### src/design/gpve_pkg.sv
`timescale 1ns / 1ps
// ----------------------------------------------------------------------------
// gpve_pkg
// Shared types and constants of the grid peak/valley/extremes detector.
// ----------------------------------------------------------------------------
package gpve_pkg;

  // sample and report widths
  localparam int SAMPLE_W   = 16;
  localparam int REPORT_W   = 8;
  localparam int TOTAL_W    = 16;
  localparam int CFG_DATA_W = 9;
  localparam int CFG_IDX_W  = 2;

  // result queue between classifier and output sequencer
  localparam int QUEUE_DEPTH = 4;
  localparam int QPTR_W      = $clog2(QUEUE_DEPTH);
  localparam int QCNT_W      = $clog2(QUEUE_DEPTH + 1);

  // configuration register indexes
  typedef enum logic [CFG_IDX_W-1:0] {
    CfgRowCount    = 2'd0,
    CfgColumnCount = 2'd1
  } cfg_reg_e;

  // result kinds
  typedef enum logic [1:0] {
    KindPeak   = 2'd0,
    KindValley = 2'd1,
    KindMax    = 2'd2,
    KindMin    = 2'd3
  } kind_e;

  // which result of a queued entry is on the outputs
  typedef enum logic [1:0] {
    SelCls = 2'd0,
    SelMax = 2'd1,
    SelMin = 2'd2
  } sel_e;

  // all results caused by one sample
  typedef struct packed {
    logic                       cls_v;
    kind_e                      cls_kind;
    logic [REPORT_W-1:0]        cls_row;
    logic [REPORT_W-1:0]        cls_col;
    logic signed [SAMPLE_W-1:0] cls_value;
    logic                       ext_v;
    logic [REPORT_W-1:0]        max_row;
    logic [REPORT_W-1:0]        max_col;
    logic signed [SAMPLE_W-1:0] max_value;
    logic [REPORT_W-1:0]        min_row;
    logic [REPORT_W-1:0]        min_col;
    logic signed [SAMPLE_W-1:0] min_value;
    logic [TOTAL_W-1:0]         peak_total;
  } bundle_t;

  // queue write port
  typedef struct packed {
    logic    valid;
    bundle_t bundle;
  } qpush_t;

endpackage

### src/design/gpve_back.sv
`timescale 1ns / 1ps
// ----------------------------------------------------------------------------
// gpve_back
// Result queue; each entry holds all results of one sample, which are
// handed out one per transaction in order.
// ----------------------------------------------------------------------------
module gpve_back (
  input  logic                                 clk_i,
  input  logic                                 rst_ni,
  input  gpve_pkg::qpush_t                     q_push_i,
  output logic [gpve_pkg::QCNT_W-1:0]          q_count_o,
  input  logic                                 pop_i,
  output logic                                 empty_o,
  output logic [1:0]                           kind_o,
  output logic [gpve_pkg::REPORT_W-1:0]        row_o,
  output logic [gpve_pkg::REPORT_W-1:0]        column_o,
  output logic signed [gpve_pkg::SAMPLE_W-1:0] value_o,
  output logic [gpve_pkg::TOTAL_W-1:0]         peak_total_o,
  output logic                                 last_o
);

  localparam int QW = gpve_pkg::QPTR_W;
  localparam int CN = gpve_pkg::QCNT_W;

  gpve_pkg::bundle_t ent_q [gpve_pkg::QUEUE_DEPTH];
  gpve_pkg::bundle_t head;
  logic [QW-1:0]     wr_ptr_q, rd_ptr_q;
  logic [CN-1:0]     count_q;
  gpve_pkg::sel_e    sel_q, sel_d, sel_eff;
  logic              take, deq;

  assign head      = ent_q[rd_ptr_q];
  assign empty_o   = (count_q == '0);
  assign q_count_o = count_q;
  assign take      = pop_i && !empty_o;

  // first result of an entry without a classified cell is the maximum
  assign sel_eff = (sel_q == gpve_pkg::SelCls && !head.cls_v) ? gpve_pkg::SelMax : sel_q;

  // entry storage
  always_ff @(posedge clk_i) begin
    if (q_push_i.valid) begin
      ent_q[wr_ptr_q] <= q_push_i.bundle;
    end
  end

  // pointers and fill level
  always_ff @(posedge clk_i or negedge rst_ni) begin
    if (!rst_ni) begin
      wr_ptr_q <= '0;
      rd_ptr_q <= '0;
      count_q  <= '0;
    end else begin
      if (q_push_i.valid) begin
        wr_ptr_q <= wr_ptr_q + QW'(1);
      end
      if (deq) begin
        rd_ptr_q <= rd_ptr_q + QW'(1);
      end
      count_q <= count_q + CN'(q_push_i.valid) - CN'(deq);
    end
  end

  // sequencer next state
  always_comb begin
    sel_d = sel_q;
    deq   = 1'b0;
    if (take) begin
      case (sel_eff)
        gpve_pkg::SelCls: begin
          if (head.ext_v) begin
            sel_d = gpve_pkg::SelMax;
          end else begin
            sel_d = gpve_pkg::SelCls;
            deq   = 1'b1;
          end
        end
        gpve_pkg::SelMax: begin
          sel_d = gpve_pkg::SelMin;
        end
        gpve_pkg::SelMin: begin
          sel_d = gpve_pkg::SelCls;
          deq   = 1'b1;
        end
        default: begin
          sel_d = gpve_pkg::SelCls;
        end
      endcase
    end
  end

  always_ff @(posedge clk_i or negedge rst_ni) begin
    if (!rst_ni) begin
      sel_q <= gpve_pkg::SelCls;
    end else begin
      sel_q <= sel_d;
    end
  end

  // sequencer outputs
  always_comb begin
    peak_total_o = head.peak_total;
    case (sel_eff)
      gpve_pkg::SelCls: begin
        kind_o   = head.cls_kind;
        row_o    = head.cls_row;
        column_o = head.cls_col;
        value_o  = head.cls_value;
        last_o   = !head.ext_v;
      end
      gpve_pkg::SelMax: begin
        kind_o   = gpve_pkg::KindMax;
        row_o    = head.max_row;
        column_o = head.max_col;
        value_o  = head.max_value;
        last_o   = 1'b0;
      end
      gpve_pkg::SelMin: begin
        kind_o   = gpve_pkg::KindMin;
        row_o    = head.min_row;
        column_o = head.min_col;
        value_o  = head.min_value;
        last_o   = 1'b1;
      end
      default: begin
        kind_o   = gpve_pkg::KindMin;
        row_o    = head.min_row;
        column_o = head.min_col;
        value_o  = head.min_value;
        last_o   = 1'b1;
      end
    endcase
  end

endmodule

### config.mk
export PLATFORM = sky130hd
export DESIGN_NAME = gpve_back
export DESIGN_NICKNAME = d
export VERILOG_FILES = /design/src/design/gpve_pkg.sv /design/src/design/gpve_back.sv
export SDC_FILE = /design/constraint.sdc
export NUM_CORES = 1
export LEC_CHECK = 0
export ABC_AREA = 1
export BUFFER_PORTS_ARGS = -buffer_cell sky130_fd_sc_hd__buf_2
export CORE_MARGIN = 2
export CORE_UTILIZATION = 40
export DETAILED_ROUTE_END_ITERATION = 12
export GPL_TIMING_DRIVEN = 0
export PLACE_DENSITY_LB_ADDON = 0.05
export SLEW_MARGIN = 20
export SYNTH_ARGS = -nofsm -noshare
export SYNTH_HDL_FRONTEND = slang
export SYNTH_SLANG_ARGS = --single-unit
export TNS_END_PERCENT = 20
### constraint.sdc
create_clock -name clk_i -period 5.85 [get_ports clk_i]
set_input_delay 0.585 -clock clk_i [delete_from_list [all_inputs] [get_ports clk_i]]
set_output_delay 0.585 -clock clk_i [all_outputs]
set_load 0.005 [all_outputs]
Yosys cells after proc, flatten, opt, wreduce, memory -nomap -nowiden
Memory sizes are Yosys's and may differ from the RTL's.
Index checks and enable logic that the tools add are counted.
- bits of input ports: 120
- ROM bits: 0
- RAM bits: 464
- register bits after elaboration: 9
- logic and storage cells: 32
- memories kept: 1
- output and inout port bits: 55
- latch bits: 0
- memory list (memory ; words ; width ; read ports ; clocked after Yosys merged registers in ; write ports ; RTL line ; RTL):
    ent_q ; 4 ; 116 ; 1 ; 0 ; 1 ; gpve_back.sv:25 ; gpve_pkg::bundle_t ent_q [gpve_pkg::QUEUE_DEPTH];
- shift-type cells: 0
- divide/modulo/power cells: 0
- add/subtract/negate cells: 4
- reduce and logical (&&, ||, !) cells: 8
- equality and inequality tests: 2
- magnitude comparators: 0
- bitwise operators: 0
- $mul: 0
- muxes and demuxes: 13
- operators by type and width (cell ; number):
    case mux 16 bit (2 select lines) ; 1
    case mux 8 bit (2 select lines) ; 2
    case mux 2 bit (2 select lines) ; 2
    2-to-1 mux 1 bit ; 5
    adder 2 x 1 -> 2 bit, second input constant ; 2
    zero test 2 bit ; 2
    case mux 1 bit (2 select lines) ; 2
    adder 3 x 1 -> 3 bit ; 1
    zero test 1 bit ; 3
    zero test 3 bit ; 1
    subtractor 3 x 1 -> 3 bit ; 1
    == test 2 x 1 -> 1 bit, second input constant ; 1
    == test 2 bit, second input constant ; 1
    logical AND 1 bit ; 2
    2-to-1 mux 2 bit ; 1

Logic depth before layout (Yosys ltp)
Gate-level depths: netlist (run 1).
An unclocked memory read counts as a cell.
- depth in word-level cells: 8
- mapped depth: 15
- gate-level depth less buffers: 12

Worst setup path before layout (run 1)
No wires, ideal clock.
- path kind: input port to flip-flop
- from: input q_push_i[116] in the netlist's numbering
- to: memory ent_q[1][0] in the netlist's numbering (enable)
- required time: 5.380 ns
- slack: 2.260 ns
- stages: 3
- data arrival time: 3.120 ns
- setup time: 0.470 ns
- buffers on the path: 1
- path through: clkbuf_1 -> nand2_1 -> inv_1
- cells in the longest elaborated chain, start to end: 2
- ends and longest elaborated chain (item ; RTL line ; RTL):
    from (decl) ; gpve_back.sv:10 ; input gpve_pkg::qpush_t q_push_i,
    2-to-1 mux 1 bit ; gpve_back.sv:42 ; if (q_push_i.valid) begin
    2-to-1 mux 1 bit (implied by the code) ; gpve_back.sv:43 ; ent_q[wr_ptr_q] <= q_push_i.bundle;
    to (decl) ; gpve_back.sv:25 ;
No other way between the ends.

Worst setup path after layout (run 1)
- from: register rd_ptr_q[1]
- to: output value_o[5] in the netlist's numbering
- cells in the longest elaborated chain, start to end: 6
- elaborated cells between the ends (all ways): 7
- those cells by class: 1 x eq/ne; 2 x mux; 3 x reduce/logical; 1 x memory
- ends and longest elaborated chain (item ; RTL line ; RTL):
    from (decl) ; gpve_back.sv:27 ; logic [QW-1:0] wr_ptr_q, rd_ptr_q;
    from (signal assigned) ; gpve_back.sv:58 ; rd_ptr_q <= rd_ptr_q + QW'(1);
    memory read (4 x 116 bit) (*) ; -- ;
    zero test 1 bit ; gpve_back.sv:38 ; assign sel_eff = (sel_q == gpve_pkg::SelCls && !head.cls_v) ? gpve_pkg::SelMax : sel_q;
    logical AND 1 bit ; gpve_back.sv:38 ;
    2-to-1 mux 2 bit ; gpve_back.sv:38 ;
    == test 2 x 1 -> 1 bit or zero test 2 bit (tied branches) ; gpve_back.sv:103 ; case (sel_eff)
    case mux 16 bit (2 select lines) (*) ; gpve_back.sv:103 ;
    to (decl) ; gpve_back.sv:17 ; output logic signed [gpve_pkg::SAMPLE_W-1:0] value_o,
Every way passes the cells marked *; elsewhere a longest branch is shown, timed or not.

==> results of run 1 <==
==> layer usage <==
| layer | routed length, um | vias to the layer above | part of all wire, % | track usage [%] |
|---|---|---|---|---|
| met1 | 22100 | 5745 | 45 | 28.6 |
| met2 | 23500 | 343 | 47 | 33.4 |
| li1 | - | 5400 | - | - |
| met5 | 69 | - | 0.14 | 0 |
| met4 | 1250 | 10 | 2.5 | 7.49 |
| met3 | 2720 | 93 | 5.5 | 3.71 |
==> metrics by stage <==
stage | instances | hold slack [ns]
after floorplan | 1330 | 0.289
after global placement | 2104 | 0.450
after detailed placement | 2108 | 0.450
after CTS | 2202 | 0.174
after global routing | 2209 | 0.184
final | 2212 | 0.209
==> cells in the mapped netlist (2+ instances only) <==
cell type  instances  area (sq um)
dfrtp_1            9           225
nand2_1          116           435
o21ai_0          221          1110
xor2_1             3          26.3
buf_6              6          67.6
buf_2             27           135
nand3_2            2          20.0
edfxtp_1         464         13900
clkbuf_1          45           169
buf_1              2          7.51
buf_4              6          45.0
o22ai_1          113           707
inv_1             19          71.3
nand3_1           38           190
nor2_1           232           871
o21ai_1            9          45.0
ha_1               6          75.1
==> worst max path at each step <==
| stage | to | depth (start not counted) |
|---|---|---|
| after floorplan | ent_q[1][0] | 3 |
| after global placement | ent_q[3][48] | 4 |
| after detailed placement | value_o[5] | 8 |
| after CTS | value_o[5] | 8 |
| after global routing | value_o[4] | 8 |
| final | value_o[5] | 8 |
==> cells by family after synthesis <==
kind of cell,Yosys count,share of synthesized area [%]
adder cells (fa/ha/maj),7,0.522
flip-flops,473,77.7
AO/OA/AOI/OAI,346,10.4
buffers and inverters,108,2.81
XOR/XNOR,4,0.192
AND/OR/NAND/NOR,392,8.45
==> sequential cells by signal, indices dropped and copies added (netlist names) <==
signal and cells:
wr_ptr_q 2, ent_q 464, rd_ptr_q 2, sel_q 2
q_count_o 3
==> timing repair <==
action / 4_1_cts / 5_1_grt
endpoints found under the hold margin: 9 / 0
resized for setup: 0 / 0
hold buffers: 1 / 0
==> worst max-delay path: cells and delay by family, from the launching register on <==
kind,cells,cell delay (ns)
compound gates,2,0.44
buf+inv,4,1.33
flops,1,0.39
simple gates,2,0.17
==> layout make-up <==
type / count / area, sq um / area share, %
tap: 600 / 751 / 3.48
antenna: 10 / 25.0 / 0.116
buffer: 87 / 429 / 1.99
timing repair buffer: 179 / 991 / 4.60
inverter: 21 / 114 / 0.528
sequential: 473 / 14200 / 65.7
clock inverter: 28 / 188 / 0.870
multi-input combinational: 749 / 3560 / 16.5
clock buffer: 65 / 1350 / 6.25
==> power by group <==
group / leakage, nW / switching (mW) / total [mW] / internal [mW]
Combinational: 2.38 / 2.83 / 4.04 / 1.21
Clock: 0.763 / 1.29 / 3.00 / 1.71
Sequential: 4.37 / 0.124 / 4.55 / 4.43
==> run summary, run 1 <==
The flow ran to the end, and the final reports show no timing, DRC or antenna violations. In this run the clock root is driven by a clkbuf_16. At the later pin of the worst-skew pair, clock insertion delay measures 0.59 ns.

Startpoint of the most critical setup path: rd_ptr_q[1]. For the detailed-route DRC error count, the log shows 0. The die extent in x is 217 um, and the I/O pin count is 175.

The worst setup path is of the register to output pin kind. The Yosys step of the flow raised 0 warnings. The run gives 0 ns as the post-route setup TNS. The cell that appears most often on the critical path is buf_2. The peak supply drop was 0.267 mV.

The netlist area before placement was 18,200 sq um. After detailed routing, the number of vias per cell comes to 5.24. The count of final max-slew check failures was 0; the max-slew headroom at the worst pin was 48.8%.

The class of the worst hold path is primary input to register. The clock period could shrink to 3.51 ns. The via total after detailed routing came out at 11,600. After clock tree synthesis, the setup repair step added 0 buffers. After clock tree synthesis, the clock-pin slew on the worst setup and hold paths is 0.06 ns.

After the last flow step, the layout net total stands at 1,689. The remaining global-route overflow came out at 0. Number of instances on the worst hold path: 1. The HPWL after detailed placement is 30,600 um. Leaving out fill and tap cells, the most frequent cell in the layout is edfxtp_1. The via count of the first global-routing pass is 11,300. The area growth from synthesis to layout is 18.3%.

In this run the register-to-register setup slack is 3.15 ns. The number of hold violations in the final report was 0. The share of layout cells above drive strength 1 works out to 18.7%. The upper clock frequency limit is 285 MHz, and the site row count is 78. The capture endpoint of the worst hold path is ent_q[0][13]. The run gives 473 as the number of sinks driven by the clock tree. Setup repair after global routing left no endpoint under its margin.

The number of cells on the worst reg-to-reg path is 15. The maximum count of clock buffers along a single path came out at 3. The first global-routing pass estimated 71,900 um of wire.

The sequential element share of the synthesized area was 77.7%. The tools report the total cell area at the placement stage as 20,000 sq um. The run gives 45,200 sq um as the area of the core. The worst-case clock skew was 0.0158 ns. In this run the critical register-to-register path is launched from rd_ptr_q[0]. The share of the clock period used by the worst path after layout is 60.0%.

The startpoint identified for the worst hold timing path is q_push_i[13]. Power comes to 11.6 mW. The number of port buffers is 174, and the share of synthesized flip-flops with an asynchronous set or reset is 1.90%. Summed over all layers, the routed wires come to 49,600 um.

TritonCTS built the clock tree. At the end of the flow the core is filled with cells to 47.7%. Of all nets on the critical path, the largest fanout is 10.

At the end of routability-driven placement, the weighted congestion stood at 0.751. On the worst path, the slowest cell contributes a delay of 0.56 ns. The finished cells cover 21,600 sq um. The tools report the endpoint of the worst register-to-register path as q_count_o[2]. The H-tree was split into 2 levels. Die height: 217 um. The number of synthesized register bits came out at 473.

The static leakage power came out at 7.51 nW. Net count of the mapped netlist: 1,457. The sort of element at the end of the critical path was an output pin. The most instantiated flip-flop cell in the synthesis netlist is edfxtp_1. Buffers inserted during clock tree synthesis total 51. The worst setup path is launched from a register. Entering global routing, the biggest net connects 78 pins.

The largest individual stage delay along the critical path comes from the cell clkbuf_1. In the final routed layout, each cell accounts on average for 22.4 um. The iteration count of the initial detailed-routing pass is 5. The library cells used most frequently in the layout, excluding fill and tap cells, are edfxtp_1 (464), nor2_1 (232), o21ai_0 (221).

The setup slack of the critical path after layout is 2.34 ns. The critical path goes through inv_1, buf_2, clkbuf_1, o21ai_0, o22ai_1, nand2_1, nand3_1, buf_2. The initial antenna violation count was 14. At the worst endpoint, the required time is 5.27 ns. The number of synthesized flops with an enable pin was 464. The violation count after the first detailed-routing iteration was 898. The die covers 47,300 sq um. In this run the power density over the cells is 537 nW/um^2.

At the pin with the least slew margin, the transition time is 0.768 ns. The run gives 20.8% as the overall global routing resource usage. The post-detailed-route count of antenna-violating nets is 0. Data arrives at the worst endpoint at 2.92 ns. The max capacitance violation total was 0.

Counting distinct cell types in the post-synthesis netlist gives 29. The worst setup slack after placement came out at 2.89 ns. Total setup violations reported at the end of the flow: 0.

Counting every instance in the synthesized netlist gives 1,330. The average instance in the mapped netlist occupies 13.7 sq um. Counting the fill cells in the layout gives 4,044.

The initial utilization of the core area, before any placement, comes to 40.3%.
Power figures use the tool's default switching activity.
==> inputs of run 2 (changes only) <==
==> constraint.sdc (replaced) <==
create_clock -name clk_i -period 3.04 [get_ports clk_i]
set_input_delay 0.304 -clock clk_i [delete_from_list [all_inputs] [get_ports clk_i]]
set_output_delay 0.304 -clock clk_i [all_outputs]
set_load 0.005 [all_outputs]
==> run 2 against run 1 <==
Against the previous run: worst hold slack lost 0.10 ns; routed wire length is 1.7% higher; combinational power grew 98%; design area is 5.6% higher; core utilization grew 2.7 points; count of clock-buffer cells in the layout rose by 4; via count rose by 3.2%; flip-flop and latch count stayed put; clock power grew 89%; critical path depth increased by 1; power is 93% higher; largest power group unchanged.
==> run summary, run 2 (synthesis results as in run 1) <==
The count of nets left with antenna violations once routing finished came out at 0. In this run the worst hold path is classified as primary input to async pin. The switching power share of the total is 36.3%. The highest fanout seen on the critical path works out to 10. TritonCTS built the clock tree. The die covers 47,300 sq um.

The worst setup path is captured at an output pin. The tree is rooted in a clkbuf_16. The total area inside the core boundary comes to 45,200 sq um. The overall global routing resource usage is 21.4%, and the die height is 217 um.

The via count normalized by instance count is 5.15, and the switching power summed over all nets is 8.14 mW. The internal power of the cells totals 14.3 mW. The flow ran to the end, and the final reports show no timing, DRC or antenna violations. The count of final max-slew check failures came out at 0. The tightest hold path in the finished design has a slack of 0.108 ns.

At the pin with the least slew margin, the transition time is 0.685 ns. The initial utilization of the core area, before any placement, comes to 40.3%. After detailed routing, the number of remaining DRC violations is 0.

The tools report the upper clock frequency limit as 345 MHz. The logs give 175 for the I/O pin count and 78 for the site row count. For this run, global-route usage on met1 was measured as 29.1%.

The launching element type of the critical path was a register. met2 is the most crowded layer. The top cell types in the final layout, fill and taps aside, are edfxtp_1 (464), nor2_1 (232), o21ai_0 (221). Clock tree synthesis inserted a total of 50 buffers. Entering global routing, the biggest net connects 82 pins.

Detailed placement finished with a half-perimeter wire length of 31,600 um. The fraction of met3 tracks used by global routing is 3.50%. Post-CTS timing repair inserted 0 buffers for setup. The total overflow left after global routing is 0. The tools report the global-route wire length before repair as 74,600 um. The H-tree generated during clock tree synthesis spans 2 levels.

The post-route setup TNS is 0 ns. The die extent in x works out to 217 um. The wire length per cell is 21.7 um, and the share of power burned in the clock network is 25.3%. Violation count after the first detailed-routing iteration: 876. STA puts the critical path data required time at 2.74 ns.

The first detailed-routing pass took 5 iterations. Global routing used 35.8% of the available met2 tracks. The detailed router placed 12,000 vias in this run. The share of the clock period used by the worst path after layout was 95.3%; the number of hold violations in the final report was 0. At the end of the flow the core is filled with cells to 50.4%. Counting along the longest clock path gives a buffer depth of 3. For the final database, setup skew stands at 0.0147 ns. The initial antenna violation count is 7, and the weighted congestion reported at the end of routability-driven placement is 0.729. The combinational share of power is 35.6%.

Setup repair after global routing could not meet its margin everywhere. The via count of the first global-routing pass was 11,800; the power per unit of standard cell area was 984 nW/um^2. The worst pin sits at a relative slew slack of 54.3%. The overall power of the completed layout is 22.4 mW, and the peak supply drop is 0.456 mV. The final net count is 1,809, and the wire length reported by the detailed router is 50,500 um.

ent_q holds more flip-flops than any other register. The share of layout cells above drive strength 1 is 17.7%. Setup violations remaining at the end of the flow were counted as 0. The clock period could shrink to 2.90 ns. Leaving out fill and tap cells, the most frequent cell in the layout is edfxtp_1.

The max capacitance violation total was 0. The clock latency on the worst-skew pair is 0.59 ns, and the number of port buffers is 174. At the worst endpoint, the arrival time is 2.59 ns. The critical path in this run is classified as register to output pin. The tree built by TritonCTS fans out to 473 sinks. Leaving out filler cells and counting taps, the final layout contains 2,324. The number of flip-flops in the largest register was 464; the area growth from synthesis to layout was 25.0%. Clock-pin slew was measured on the worst setup and hold paths at 0.06 ns.

The tools report the portion of total power attributed to sequential cells as 39.1%. The analysis attributes to cell leakage a power of 8.02 nW. In this run, placement finished with an instance count of 2,112.
==> run 2: cell count changes in the layout (fill, tap and decap cells not counted), moves of 3 or more <==
cell / change
dlygate4sd3_1: +117
clkbuf_4: +4
clkinv_2: -6
clkbuf_2: +9
diode_2: -7
clkbuf_1: -8
clkinv_1: +4
inv_6: -3
buf_12: +5
==> run 2: critical path: stages, from the launching register on <==
cell,delay (ns)
dfrtp_1,0.33
buf_6,0.17
buf_6,0.18
buf_2,0.34
buf_2,0.34
nor2_1,0.08
o22ai_1,0.16
nand2_1,0.13
nand3_1,0.15
buf_2,0.13
==> run 2: layout make-up <==
type	count	area, sq um
antenna	3	7.51
sequential	473	14200
clock buffer	69	1390
fill	4042	22400
buffer	87	453
tap	600	751
multi-input combinational	749	3560
inverter	21	114
timing repair buffer	300	2230
clock inverter	22	116
==> run 2: power by group through the flow <==
stage | Sequential (mW) | Combinational, mW | Clock, mW
floorplan | 8.96 | 4.35 | 0
global placement | 9.14 | 7.80 | 0
detailed placement | 8.90 | 8.02 | 0
CTS | 8.77 | 8.18 | 5.80
global route | 8.85 | 8.84 | 6.04
finish | 8.76 | 7.99 | 5.67
==> run 2: per-stage QoR <==
step | setup WS [ns] | cell area [sq um]
2_1_floorplan | -0.346 | 18200
3_3_place_gp | -2.61 | 19900
3_5_place_dp | 0.223 | 20100
4_1_cts | 0.0461 | 22800
5_1_grt | -0.00292 | 22800
6_report | 0.142 | 22800
==> run 2: path summary, 6_finish.rpt <==
kind                              startpoint  cells past startpoint  slack, ns            to
max in group asynchronous             rst_ni                      2       2.74   rd_ptr_q[0]
min in group clk_i                     pop_i                      4       0.15      sel_q[1]
worst max-delay path             rd_ptr_q[0]                      9       0.14    value_o[9]
worst max register to register   rd_ptr_q[1]                     12       0.36  q_count_o[2]
worst min-delay path                  rst_ni                      2       0.11  q_count_o[0]
worst min register to register  q_count_o[1]                      1       0.52  q_count_o[2]
==> run 2: timing repair <==
item                                    CTS  global route
hold buffers                            118             0
hold endpoints to repair                474             0
resized for setup                         9            13
endpoints found under the setup margin   32            13
==> run 2: layer usage <==
layer,wire length (um),vias up
met2,24600,309
met5,41,-
met1,22500,5952
met3,2580,60
li1,-,5639
met4,763,6
==> inputs of run 3 (changes only) <==
--- a/config.mk
+++ b/config.mk
@@ -5,7 +5,6 @@
 export SDC_FILE = /design/constraint.sdc
 export NUM_CORES = 1
 export LEC_CHECK = 0
-export ABC_AREA = 1
 export BUFFER_PORTS_ARGS = -buffer_cell sky130_fd_sc_hd__buf_2
 export CORE_MARGIN = 2
 export CORE_UTILIZATION = 40
==> run 3 against run 2 <==
Against the previous run: non-clock buffer count shrank 45; die area is 2.0% lower; routed wire length is 22% lower; critical path depth decreased by 1; area after synthesis is 2.0% lower; global-route usage decreased by 4.0 points; sequential power hardly changed; combinational power decreased by 13%; final cell count fell by 24%; clock skew decreased by 0.0059 ns; critical endpoint is now value_o[3]; largest cell class unchanged; largest power group unchanged; highest routed layer unchanged.
==> run summary, run 3 <==
The maximum level of the CTS H-tree is 2, and the final critical-path required period is 2.92 ns. The logs give 8,756 for the via total after detailed routing and 893 for the net count of the mapped netlist. 175 I/O pins were placed. STA classifies the critical path startpoint as a register. At the later pin of the worst-skew pair, clock insertion delay measures 0.57 ns.

After detailed routing, the number of vias per cell comes to 4.98. The arrival time reported for the critical path endpoint is 2.62 ns. The final worst hold slack is 0.121 ns. Synthesis instantiated 27 different standard cells from the library. Once detailed placement completed, the half-perimeter wirelength came to 23,600 um.

Relative to the synthesized area, the layout overhead comes to 26.5%. Of all cell types, the one taking the most synthesized area is edfxtp_1. In this run the worst path has a maximum fanout of 11. The multi-input combinational cells in the finished layout cover a total of 3500 sq um. The finished cells cover 22,600 sq um.

The post-detailed-route count of antenna-violating nets was 0; the die height was 215 um. The final net count came out at 1,249. The most common cell in the synthesized netlist is edfxtp_1. Yosys printed 0 warnings. The floorplan has 77 rows. The run gives 50 as the number of buffers created by CTS. The die extent in x is 215 um.

In the final layout, flip-flops and latches occupy 14,200 sq um. Of the post-synthesis cell area, the dominant cell type holds 78.0%. The run gives 9,592 as the via count of the first global-routing pass. At the pin with the least slew margin, the transition time is 0.782 ns. ent_q holds more flip-flops than any other register. In this run, synthesis inferred 464 flip-flops with an integrated enable.

The total cell area at the placement stage was 19,800 sq um; the iteration count of the initial detailed-routing pass was 6. The register with the most flip-flops in the layout has 464 of them. Wires add up to 39,200 um. The global-route wire length before repair is 59,800 um, and the number of port buffers is 174.

The most used flip-flop cell after synthesis is edfxtp_1. The remaining global-route overflow was 0; the power per unit of standard cell area was 952 nW/um^2. Routability-driven placement finished with a final weighted congestion of 0.674. The run gives 0 as the total setup violations reported at the end of the flow.

The die covers 46,400 sq um. Timing would allow up to 342 MHz. The peak supply drop was 0.553 mV; the area of the core was 44,100 sq um. After technology mapping, the gate count stands at 766.

Synthesis inferred 473 register bits. The class of the worst hold path is primary input to register. The tools report the starting density of the core as 40.5%. Entering global routing, the biggest net connects 43 pins. The tool flagged a number of max-cap violations equal to 0.

The worst setup path is of the register to output pin kind. Global routing consumed, over all layers together, 17.4% of the routing resources. The count of final max-slew check failures was 0; the maximum count of clock buffers along a single path was 3. The flow ran to the end, and the final reports show no timing, DRC or antenna violations. The CTS root buffer was clkbuf_16. The tools report the initial antenna violation count as 4. By count the netlist is led by edfxtp_1 (464), mux4_2 (115), mux2i_1 (34), nand2_1 (34), o21ai_0 (19). The top cell types in the final layout, fill and taps aside, are edfxtp_1 (464), buf_2 (180), dlygate4sd3_1 (118). In the finished design, the share of the clock period the worst path needs comes to 96.1%. The tree built by TritonCTS fans out to 473 sinks.

Data on the critical path is required at its endpoint by 2.74 ns. For the max-slew headroom at the worst pin, the log shows 47.9%. The setup fix buffers added after clock tree synthesis was 0. Setup slack closes at 0.120 ns. Sorting the synthesized cells by area gives the leading types as edfxtp_1 (78%), mux4_2 (15%), mux2i_1 (1.9%).

Sequential elements use 79.3% of the synthesized area. The share of synthesized flip-flops with an asynchronous set or reset is 1.90%, and the static leakage power is 7.79 nW. The tools report the end-of-flow core utilization as 51.2%. The clock arrives with 0.00881 ns of skew.

Setup repair after global routing could not meet its margin everywhere. The tools report the violation count after the first detailed-routing iteration as 545. The post-CTS clock slew at the launch and capture registers of the worst setup and hold paths was 0.06 ns; the detailed-route DRC error count was 0. At the placement stage, the worst setup path has a slack of 0.156 ns.

The wire length per cell is 22.3 um. TritonCTS built the clock tree. The number of hold violations in the final report was 0. The tools report the sort of element at the end of the critical path as an output pin. In the final layout, the share of cells above drive strength 1 is 34.2%. The synthesized area per cell came out at 23.3 sq um. Most frequent standard cell in the layout excluding fill and tap cells: edfxtp_1. The synthesized netlist occupies a cell area of 17,900 sq um. For the number of fill cells, the log shows 3,658.
## run 3: final timing paths
kind	from	endpoint	slack (ns)	cells after the start
worst max-delay path	rd_ptr_q[0]	value_o[3]	0.12	8
worst min-delay path	pop_i	sel_q[1]	0.12	3
worst max register to register	rd_ptr_q[0]	q_count_o[2]	0.37	11
worst min register to register	wr_ptr_q[0]	wr_ptr_q[0]	0.53	1
max in group asynchronous	rst_ni	q_count_o[2]	2.70	2
min in group asynchronous	rst_ni	rd_ptr_q[0]	0.14	2
## run 3: where the power goes
| group | switching, mW | total, mW | internal (mW) |
|---|---|---|---|
| combinational | 3.72 | 6.92 | 3.21 |
| sequential | 0.237 | 8.75 | 8.52 |
| clock | 2.41 | 5.83 | 3.42 |
| total | 6.36 | 21.5 | 15.1 |
## run 3: worst max-delay path: stages (launching register included)
cell	delay [ns]
dfrtp_1	0.39
buf_4	0.19
mux2i_1	0.15
a221oi_2	0.31
buf_6	0.25
buf_6	0.21
mux2i_1	0.27
o21ai_1	0.09
buf_2	0.16
## run 3: repair_timing
action | in CTS | in global routing
pin swaps | 0 | 1
hold buffers | 118 | 0
hold endpoints to repair | 474 | 0
resized for setup | 22 | 13
endpoints found under the setup margin | 42 | 33
## run 3: per-layer routing
layer	part of all wire (%)	wire, um	GRT usage (%)	up-vias
li1	-	-	-	3945
met3	4.4	1720	3.51	54
met1	46	18000	24.3	4583
met4	1.9	763	5.20	4
met2	48	18800	27.7	170
met5	0.061	24	0	-
## run 3: kinds of logic (layout without fill, tap and decap cells)
family | Yosys count | after routing | synth area share (%)
buf+inv | 45 | 442 | 1.17
simple gates | 49 | 49 | 1.18
other cells | 0 | 3 | 0
flops | 473 | 473 | 79.3
compound gates | 38 | 38 | 1.18
xor+xnor | 5 | 5 | 0.245
fa+ha+maj | 7 | 7 | 0.532
mux | 149 | 149 | 16.4
## run 3: final cells by class
class	count	share of cell area, %
flip-flops and latches	473	62.7
clock buffers	68	6.12
inverters	7	0.116
clock inverters	25	0.803
multi-input cells	248	15.5
repair buffers	304	10.3
well taps	592	3.28
diodes	3	0.0332
plain buffers	38	1.10
## run 3: stage by stage
| step | cells | TNS [ns] | total power, mW |
|---|---|---|---|
| floorplan | 766 | -243.41 | 13.1 |
| global placement | 1532 | -1224.01 | 15.9 |
| detailed placement | 1544 | 0 | 15.9 |
| CTS | 1755 | -0.0275 | 21.9 |
| global route | 1757 | -0.0560 | 22.7 |
| finish | 1758 | 0 | 21.5 |
